**src/iss_pkg.sv**
```systemverilog
// ----------------------------------------------------------------------------
// iss_pkg
// Shared types and constants for the interleave stream scheduler.
// ----------------------------------------------------------------------------
package iss_pkg;

	localparam int MAX_STREAMS = 4;
	localparam int IDX_W       = 2;
	localparam int TIME_W      = 64;
	localparam int WORD_W      = 32;
	localparam int CFG_IDX_W   = 4;

	localparam logic [WORD_W-1:0] RATE_RESET = 32'd90000;

	// Register groups, selected by cfg_index[3:2]
	localparam logic [1:0] CFG_GRP_START = 2'b00;
	localparam logic [1:0] CFG_GRP_RATE  = 2'b01;

	typedef logic [TIME_W-1:0] time_t;
	typedef logic [WORD_W-1:0] word_t;
	typedef logic [IDX_W-1:0]  sidx_t;

	// Selection result handed from the merge unit to the top level
	typedef struct packed {
		logic  done;
		logic  have;
		sidx_t best;
	} sel_t;

endpackage

```
**src/iss_lane.sv**
```systemverilog
// ----------------------------------------------------------------------------
// iss_lane
// Per-stream key lane: registers raw next time and biased preference key.
// ----------------------------------------------------------------------------
module iss_lane (
	input  logic          clk,
	input  iss_pkg::time_t next_time,
	input  iss_pkg::word_t rate,
	input  logic          is_last,
	output iss_pkg::time_t key_s1,
	output iss_pkg::time_t raw_s1
);

	iss_pkg::time_t bias;

	// last chosen stream gets no bias
	assign bias = is_last ? '0 : iss_pkg::TIME_W'(rate >> 2);

	always_ff @(posedge clk) begin
		raw_s1 <= next_time;
		key_s1 <= next_time + bias;
	end

endmodule

```
**src/iss_merge.sv**
```systemverilog
// ----------------------------------------------------------------------------
// iss_merge
// Merge stage: walks the lanes one per cycle and keeps the current candidate.
// ----------------------------------------------------------------------------
module iss_merge #(
	parameter int NUM_STREAMS = 4
) (
	input  logic                               clk,
	input  logic                               arst_n,
	input  logic                               start,
	input  logic [iss_pkg::MAX_STREAMS-1:0]    mask,
	input  iss_pkg::time_t                     key_s1 [iss_pkg::MAX_STREAMS],
	input  iss_pkg::time_t                     raw_s1 [iss_pkg::MAX_STREAMS],
	output iss_pkg::sel_t                      sel
);

	localparam iss_pkg::sidx_t LAST_IDX = iss_pkg::IDX_W'(NUM_STREAMS - 1);

	logic           busy_q;
	logic           done_q;
	logic           have_q;
	iss_pkg::sidx_t idx_q;
	iss_pkg::sidx_t best_q;
	iss_pkg::time_t best_key_q;
	logic           take;

	// replace the candidate only when this lane's raw time is strictly below the candidate's biased key
	assign take = mask[idx_q] && (!have_q || (raw_s1[idx_q] < best_key_q));

	always_ff @(posedge clk or negedge arst_n) begin
		if (!arst_n) begin
			busy_q <= 1'b0;
			done_q <= 1'b0;
			have_q <= 1'b0;
			idx_q  <= '0;
			best_q <= '0;
		end else if (start) begin
			busy_q <= 1'b1;
			done_q <= 1'b0;
			have_q <= 1'b0;
			idx_q  <= '0;
			best_q <= '0;
		end else if (busy_q) begin
			if (take) begin
				have_q <= 1'b1;
				best_q <= idx_q;
			end
			if (idx_q == LAST_IDX) begin
				busy_q <= 1'b0;
				done_q <= 1'b1;
			end else begin
				idx_q <= idx_q + 1'b1;
			end
		end else begin
			done_q <= 1'b0;
		end
	end

	always_ff @(posedge clk) begin
		if (busy_q && take) begin
			best_key_q <= key_s1[idx_q];
		end
	end

	assign sel = '{done: done_q, have: have_q, best: best_q};

endmodule

```
**src/interleave_stream_scheduler.sv**
```systemverilog
// ----------------------------------------------------------------------------
// interleave_stream_scheduler
// Picks the next frame among up to four media streams and places it in the
// shared data area, tracking contiguous runs per stream.
// ----------------------------------------------------------------------------
// The request is captured, the merge stage steps through one stream lane per
//   cycle, and the result is then registered in the output register; no new
//   item is accepted until the previous result has been committed there.
// A finished result waits in the output register; a new item is taken meanwhile.
// Reset (arst_n low, asynchronous): times, offset, run count and history clear,
//   rates return to 90000. Config writes are always ready.
// ----------------------------------------------------------------------------
module interleave_stream_scheduler #(
	parameter int NUM_STREAMS = 4
) (
	input  logic                              clk,
	input  logic                              arst_n,
	// configuration write channel
	input  logic                              cfg_valid,
	output logic                              cfg_ready,
	input  logic [iss_pkg::CFG_IDX_W-1:0]     cfg_index,
	input  logic [iss_pkg::TIME_W-1:0]        cfg_data,
	// request channel
	input  logic                              in_valid,
	output logic                              in_stall,
	input  logic [3:0]                        head_mask,
	input  logic [31:0]                       dur_0,
	input  logic [31:0]                       dur_1,
	input  logic [31:0]                       dur_2,
	input  logic [31:0]                       dur_3,
	input  logic [31:0]                       len_0,
	input  logic [31:0]                       len_1,
	input  logic [31:0]                       len_2,
	input  logic [31:0]                       len_3,
	// result channel
	output logic                              out_valid,
	input  logic                              out_stall,
	output logic                              found,
	output logic [1:0]                        chosen,
	output logic [31:0]                       data_offset,
	output logic                              new_run,
	output logic [31:0]                       run_total,
	output logic [31:0]                       end_offset
);

	localparam int MS = iss_pkg::MAX_STREAMS;

	typedef enum logic [1:0] {
		ST_IDLE,
		ST_SCAN,
		ST_WAIT
	} state_t;

	state_t state_q;

	// scheduler state
	iss_pkg::time_t next_time_q [MS];
	iss_pkg::word_t rate_q      [MS];
	iss_pkg::word_t stream_end_q[MS];
	logic [MS-1:0]  started_q;
	iss_pkg::sidx_t last_q;
	logic           last_valid_q;
	iss_pkg::word_t wr_off_q;
	iss_pkg::word_t run_q;

	// captured request
	logic [MS-1:0]  mask_q;
	iss_pkg::word_t dur_q[MS];
	iss_pkg::word_t len_q[MS];

	// output register
	logic           out_valid_q;
	logic           found_q;
	iss_pkg::sidx_t chosen_q;
	iss_pkg::word_t data_off_q;
	logic           new_run_q;
	iss_pkg::word_t run_total_q;
	iss_pkg::word_t end_off_q;

	// lane and merge wiring
	iss_pkg::time_t key_s1[MS];
	iss_pkg::time_t raw_s1[MS];
	iss_pkg::sel_t  sel;

	logic           in_xfer;
	logic           out_free;
	logic           commit;
	logic           nr;
	iss_pkg::word_t off_next;
	iss_pkg::word_t run_next;
	logic [MS-1:0]  lane_mask;

	assign cfg_ready = 1'b1;
	assign in_stall  = (state_q != ST_IDLE);
	assign in_xfer   = in_valid && !in_stall;
	assign out_free  = !out_valid_q || !out_stall;
	assign commit    = out_free && ((state_q == ST_SCAN && sel.done) || (state_q == ST_WAIT));

	// mask bits beyond the built lanes are dropped
	always_comb begin
		lane_mask = '0;
		for (int s = 0; s < NUM_STREAMS; s++) begin
			lane_mask[s] = 1'b1;
		end
	end

	// one lane per stream forms the raw time and the biased key
	for (genvar s = 0; s < MS; s++) begin : g_lane
		if (s < NUM_STREAMS) begin : g_on
			iss_lane u_lane (
				.clk      (clk),
				.next_time(next_time_q[s]),
				.rate     (rate_q[s]),
				.is_last  (last_valid_q && (last_q == iss_pkg::IDX_W'(s))),
				.key_s1   (key_s1[s]),
				.raw_s1   (raw_s1[s])
			);
		end else begin : g_off
			assign key_s1[s] = '0;
			assign raw_s1[s] = '0;
		end
	end

	iss_merge #(
		.NUM_STREAMS(NUM_STREAMS)
	) u_merge (
		.clk   (clk),
		.arst_n(arst_n),
		.start (in_xfer),
		.mask  (mask_q),
		.key_s1(key_s1),
		.raw_s1(raw_s1),
		.sel   (sel)
	);

	// placement of the chosen frame
	assign nr       = !started_q[sel.best] || (stream_end_q[sel.best] != wr_off_q);
	assign off_next = wr_off_q + len_q[sel.best];
	assign run_next = run_q + iss_pkg::WORD_W'(nr);

	// hold the request while the merge stage walks the lanes
	always_ff @(posedge clk) begin
		if (in_xfer) begin
			mask_q   <= head_mask & lane_mask;
			dur_q[0] <= dur_0;
			dur_q[1] <= dur_1;
			dur_q[2] <= dur_2;
			dur_q[3] <= dur_3;
			len_q[0] <= len_0;
			len_q[1] <= len_1;
			len_q[2] <= len_2;
			len_q[3] <= len_3;
		end
		// the end of each stream's last frame is only read once the stream started
		if (commit && sel.have) begin
			stream_end_q[sel.best] <= off_next;
		end
	end

	always_ff @(posedge clk or negedge arst_n) begin
		if (!arst_n) begin
			state_q      <= ST_IDLE;
			for (int s = 0; s < MS; s++) begin
				next_time_q[s] <= '0;
				rate_q[s]      <= iss_pkg::RATE_RESET;
			end
			started_q    <= '0;
			last_q       <= '0;
			last_valid_q <= 1'b0;
			wr_off_q     <= '0;
			run_q        <= '0;
			out_valid_q  <= 1'b0;
			found_q      <= 1'b0;
			chosen_q     <= '0;
			data_off_q   <= '0;
			new_run_q    <= 1'b0;
			run_total_q  <= '0;
			end_off_q    <= '0;
		end else begin
			// configuration: start time writes also load the stream's time
			if (cfg_valid && cfg_ready) begin
				unique case (cfg_index[3:2])
					iss_pkg::CFG_GRP_START: begin
						next_time_q[cfg_index[1:0]] <= cfg_data;
					end
					iss_pkg::CFG_GRP_RATE: begin
						rate_q[cfg_index[1:0]] <= cfg_data[iss_pkg::WORD_W-1:0];
					end
					default: begin
					end
				endcase
			end

			// drop the result once the far side takes it
			if (out_valid_q && !out_stall) begin
				out_valid_q <= 1'b0;
			end

			unique case (state_q)
				ST_IDLE: begin
					if (in_xfer) begin
						state_q <= ST_SCAN;
					end
				end
				ST_SCAN: begin
					if (sel.done) begin
						state_q <= out_free ? ST_IDLE : ST_WAIT;
					end
				end
				ST_WAIT: begin
					if (out_free) begin
						state_q <= ST_IDLE;
					end
				end
				default: begin
					state_q <= ST_IDLE;
				end
			endcase

			if (commit) begin
				out_valid_q <= 1'b1;
				if (sel.have) begin
					found_q      <= 1'b1;
					chosen_q     <= sel.best;
					data_off_q   <= wr_off_q;
					new_run_q    <= nr;
					run_total_q  <= run_next;
					end_off_q    <= off_next;
					// advance the stream and the data area
					started_q[sel.best]   <= 1'b1;
					wr_off_q              <= off_next;
					run_q                 <= run_next;
					next_time_q[sel.best] <= next_time_q[sel.best]
						+ iss_pkg::TIME_W'(dur_q[sel.best]);
					last_q                <= sel.best;
					last_valid_q          <= 1'b1;
				end else begin
					found_q     <= 1'b0;
					chosen_q    <= '0;
					data_off_q  <= wr_off_q;
					new_run_q   <= 1'b0;
					run_total_q <= run_q;
					end_off_q   <= wr_off_q;
				end
			end
		end
	end

	assign out_valid   = out_valid_q;
	assign found       = found_q;
	assign chosen      = chosen_q;
	assign data_offset = data_off_q;
	assign new_run     = new_run_q;
	assign run_total   = run_total_q;
	assign end_offset  = end_off_q;

endmodule

```
**config.mk**
```make
export PLATFORM = sky130hd
export DESIGN_NAME = interleave_stream_scheduler
export DESIGN_NICKNAME = d
export VERILOG_FILES = /design/src/iss_pkg.sv /design/src/iss_lane.sv /design/src/iss_merge.sv /design/src/interleave_stream_scheduler.sv
export SDC_FILE = /design/constraint.sdc
export NUM_CORES = 2
export LEC_CHECK = 0
export BUFFER_PORTS_ARGS = -buffer_cell sky130_fd_sc_hd__buf_2
export CAP_MARGIN = 20
export CORE_ASPECT_RATIO = 0.8
export CORE_MARGIN = 3
export CORE_UTILIZATION = 61
export DETAILED_ROUTE_END_ITERATION = 16
export PLACE_DENSITY = 0.81
export RECOVER_POWER = 25
export SLEW_MARGIN = 20
export SYNTH_ARGS = -nofsm -noshare
export SYNTH_HDL_FRONTEND = slang
export SYNTH_SLANG_ARGS = --single-unit
```
**constraint.sdc**
```tcl
create_clock -name clk -period 14.3 [get_ports clk]
set_input_delay 3.575 -clock clk [delete_from_list [all_inputs] [get_ports clk]]
set_output_delay 3.575 -clock clk [all_outputs]
set_load 0.02 [all_outputs]
```
==> impl_metrics.tcl <==
set metrics [dict create \
    die_area_um2 113700 \
    synthTopCellsByArea "edfxtp_1, dfrtp_1, dfxtp_1, mux4_2, mux2_2" \
    place_area_um2 70350 \
    grt-ovfl-total 0 \
    ir_drop_mv 0.1541 \
    cts_buffers 143 \
    cp_common_cell "a21oi_1" \
    ys_types 100 \
    ys.flop_type "dfxtp_1" \
    worst_pin_slew_ns 2.981 \
    synth.cell_area_um2 66880 \
    final_cell_mix "dfxtp_1, dfrtp_1, edfxtp_1" \
    first_iter_violations 5639 \
    grt.total_usage_pct 33.08 \
    syn_inst 5223 \
    rsz0062_at_grt "no" \
    cp_slowest_cell "dfrtp_1" \
    failed_checks "capacitance limit, slew limit" \
    hold_path_class "reg2reg" \
    reg2regPathDepth 11 \
    vias 46110 \
    critPathMaxStageDelay_ns 1.87 \
    relSlewSlack_pct -98.76 \
    routedWlPerCell_um 26.30 \
    arrival_ns 8.48 \
    die_w_um 376.2 \
    async_flop_share_pct 33.84 \
    start_util_pct 62.13 \
    stdcell_area_um2 75170 \
    io_buffers 434 \
    clock.fmax_ghz 0.1236 \
    nFillCells 7313 \
    hp-start "next_time_q[181]$_DFF_PN0_" \
    period_minus_slack_ns 8.092 \
    first_pass_iters 6 \
    path_max_fanout 48 \
    synth_top_area_share_pct 20.30 \
    setup_viol 0 \
    cts-root-buf "clkbuf_16" \
    p_per_area_nw_per_um2 267.3 \
    rows 107 \
    fin_skew_ns 0.02718 \
    slew_viol_final 256 \
    fin_tns_setup_ns 0 \
    endpoint_kind "flop" \
    hold_violations 0 \
    cp.required_ns 14.69 \
    post_cts_buffers 0 \
    dp_hpwl_um 128500 \
    nets 6209 \
    p_leak_uw 0.03175 \
    clkLatencyLatePin_ns 0.78 \
    crit_path_start_kind "flop" \
    antenna_found_initial 14 \
    fin_util_pct 69.84 \
    drive_gt1_share_pct 24.19 \
    cts-resized-gates 0 \
    grt_pass1_wl_um 282700 \
    final_common_cell "dfxtp_1" \
    via_per_inst 6.431 \
    clockBufferDepth 3 \
    syn_to_final_growth_pct 12.41 \
    htreeDepth 4 \
    outcome "finished, violations left" \
    r2r_start "u_merge.idx_q[0]$_DFFE_PN0P_" \
    synth-edff-count 452 \
    power.total_uw 20090 \
    first_global_vias 46170 \
    synth_fp_nets 5811 \
    hold_buffers 0 \
    worstSetupPathType "reg2reg" \
    totalWireLength_um 188600 \
    whs_ns 0.4178 \
    core_um2 107600 \
    yosysTopAreaCell "edfxtp_1" \
    cp_cell_sequence "clkbuf_1, mux4_2, ha_1, a21oi_1, o21ai_0, a221oi_1, o211ai_1, a21oi_1, o31ai_2, inv_2, buf_4" \
    hold_depth 0 \
    drc_errors 0 \
    cts_num_sinks 1457 \
    cp-startpoint "u_merge.idx_q[0]$_DFFE_PN0P_" \
    yosys_warnings 0 \
    cts_tree "done" \
    min_period_over_period_pct 56.58 \
    gp_congestion 0.9342 \
    syn_avg_cell_area_um2 12.80 \
    ant_nets 0 \
    synth-seq-area-share_pct 54.14 \
    die_y_um 302.2 \
    synth-seq-cells 1457 \
    clkSlewWorstSetupHoldPaths_ns 0.06 \
    cap_violations 8 \
    io_pins 436 \
    grt_max_degree 176 \
]
[where the power goes]
group	internal (uW)	switching (uW)	leakage, uW	total, uW
combinational	3720	5140	0.0149	8860
sequential	6120	1240	0.0145	7360
clock	2230	1640	0.00238	3870
total	12100	8030	0.0318	20100
[path summary, 6_finish.rpt]
| kind | slack, ns | to |
|---|---|---|
| worst max-delay path | 6.21 | u_merge.best_key_q[46]$_DFFE_PP_ |
| worst min-delay path | 0.42 | g_lane[1].g_on.u_lane.raw_s1[53]$_DFF_P_ |
| worst max register to register | 6.21 | u_merge.best_key_q[46]$_DFFE_PP_ |
| worst min register to register | 0.42 | g_lane[1].g_on.u_lane.raw_s1[53]$_DFF_P_ |
| max in group asynchronous | 9.50 | state_q[0]$_DFFE_PN0P_ |
| min in group asynchronous | 2.84 | next_time_q[212]$_DFF_PN0_ |
[cells in the mapped netlist (all sizes together) (20+ instances only)]
cell type / number
o21bai: 32
nand2: 361
nor2b: 84
a21o: 133
xor2: 165
dfrtp: 457
clkbuf: 132
dfstp: 36
ha: 249
mux2: 296
a31oi: 20
and3: 64
dfxtp: 512
nand3: 105
buf: 99
edfxtp: 452
a211oi: 55
o21ai: 269
xnor2: 230
nor3: 48
nand4: 73
o21a: 49
nand2b: 29
nor2: 174
and2: 121
a21oi: 263
mux2i: 100
nor4: 27
a22oi: 21
mux4: 290
inv: 143
[state kept, by name, summed over array words and instances (netlist names), 64 cells and up]
register                   count
g_lane.g_on.u_lane.raw_s1    256
len_q                        128
dur_q                        128
g_lane.g_on.u_lane.key_s1    256
stream_end_q                 128
next_time_q                  256
u_merge.best_key_q            64
rate_q                       120
[logic make-up (layout without fill, tap and decap cells)]
kind of cell	after synthesis	count (layout)	share of synthesized area [%]
mux	686	686	16.25
compound gates	915	915	8.563
simple gates	1139	1139	8.676
fa+ha+maj	255	255	4.838
other cells	1	11	0.005607
flops	1457	1457	54.14
buf+inv	375	895	2.359
xor+xnor	395	395	5.173
[worst max-delay path: cells and delay by family, from the launching register on]
kind	cells	cell delay (ns)
adders and majority gates	1	0.33
buffers and inverters	3	2.92
muxes	1	0.67
AOI/OAI and AO/OA	6	1.81
DFF	1	1.87
[per-stage QoR]
step / std cells / setup slack [ns]
after global routing: 7167 / 5.375
after detailed placement: 6892 / 5.988
after global placement: 6891 / 6.177
after CTS: 7159 / 6.709
final: 7170 / 6.208
after floorplan: 5223 / 3.291
[metal layers]
layer  up-vias  track usage, %  wire, um
met5         -               0         8
met4         2           11.38      5887
met3       427           9.267     22720
met2      2724           49.97     83950
met1     22950           46.49     76000
li1      20010               -         -
[final cells by class]
type                            instances  area [um^2]  area share, %
Sequential cell                      1457        36210          48.17
Multi-Input combinational cell       3391        29150          38.78
Clock buffer                          211         4190          5.574
Timing Repair Buffer                  484         2626          3.494
Tap cell                             1417         1773          2.358
Clock inverter                         56        648.1         0.8622
Inverter                              144        548.0         0.7290
Antenna cell                           10        25.02        0.03329
Power figures use the tool's default switching activity.
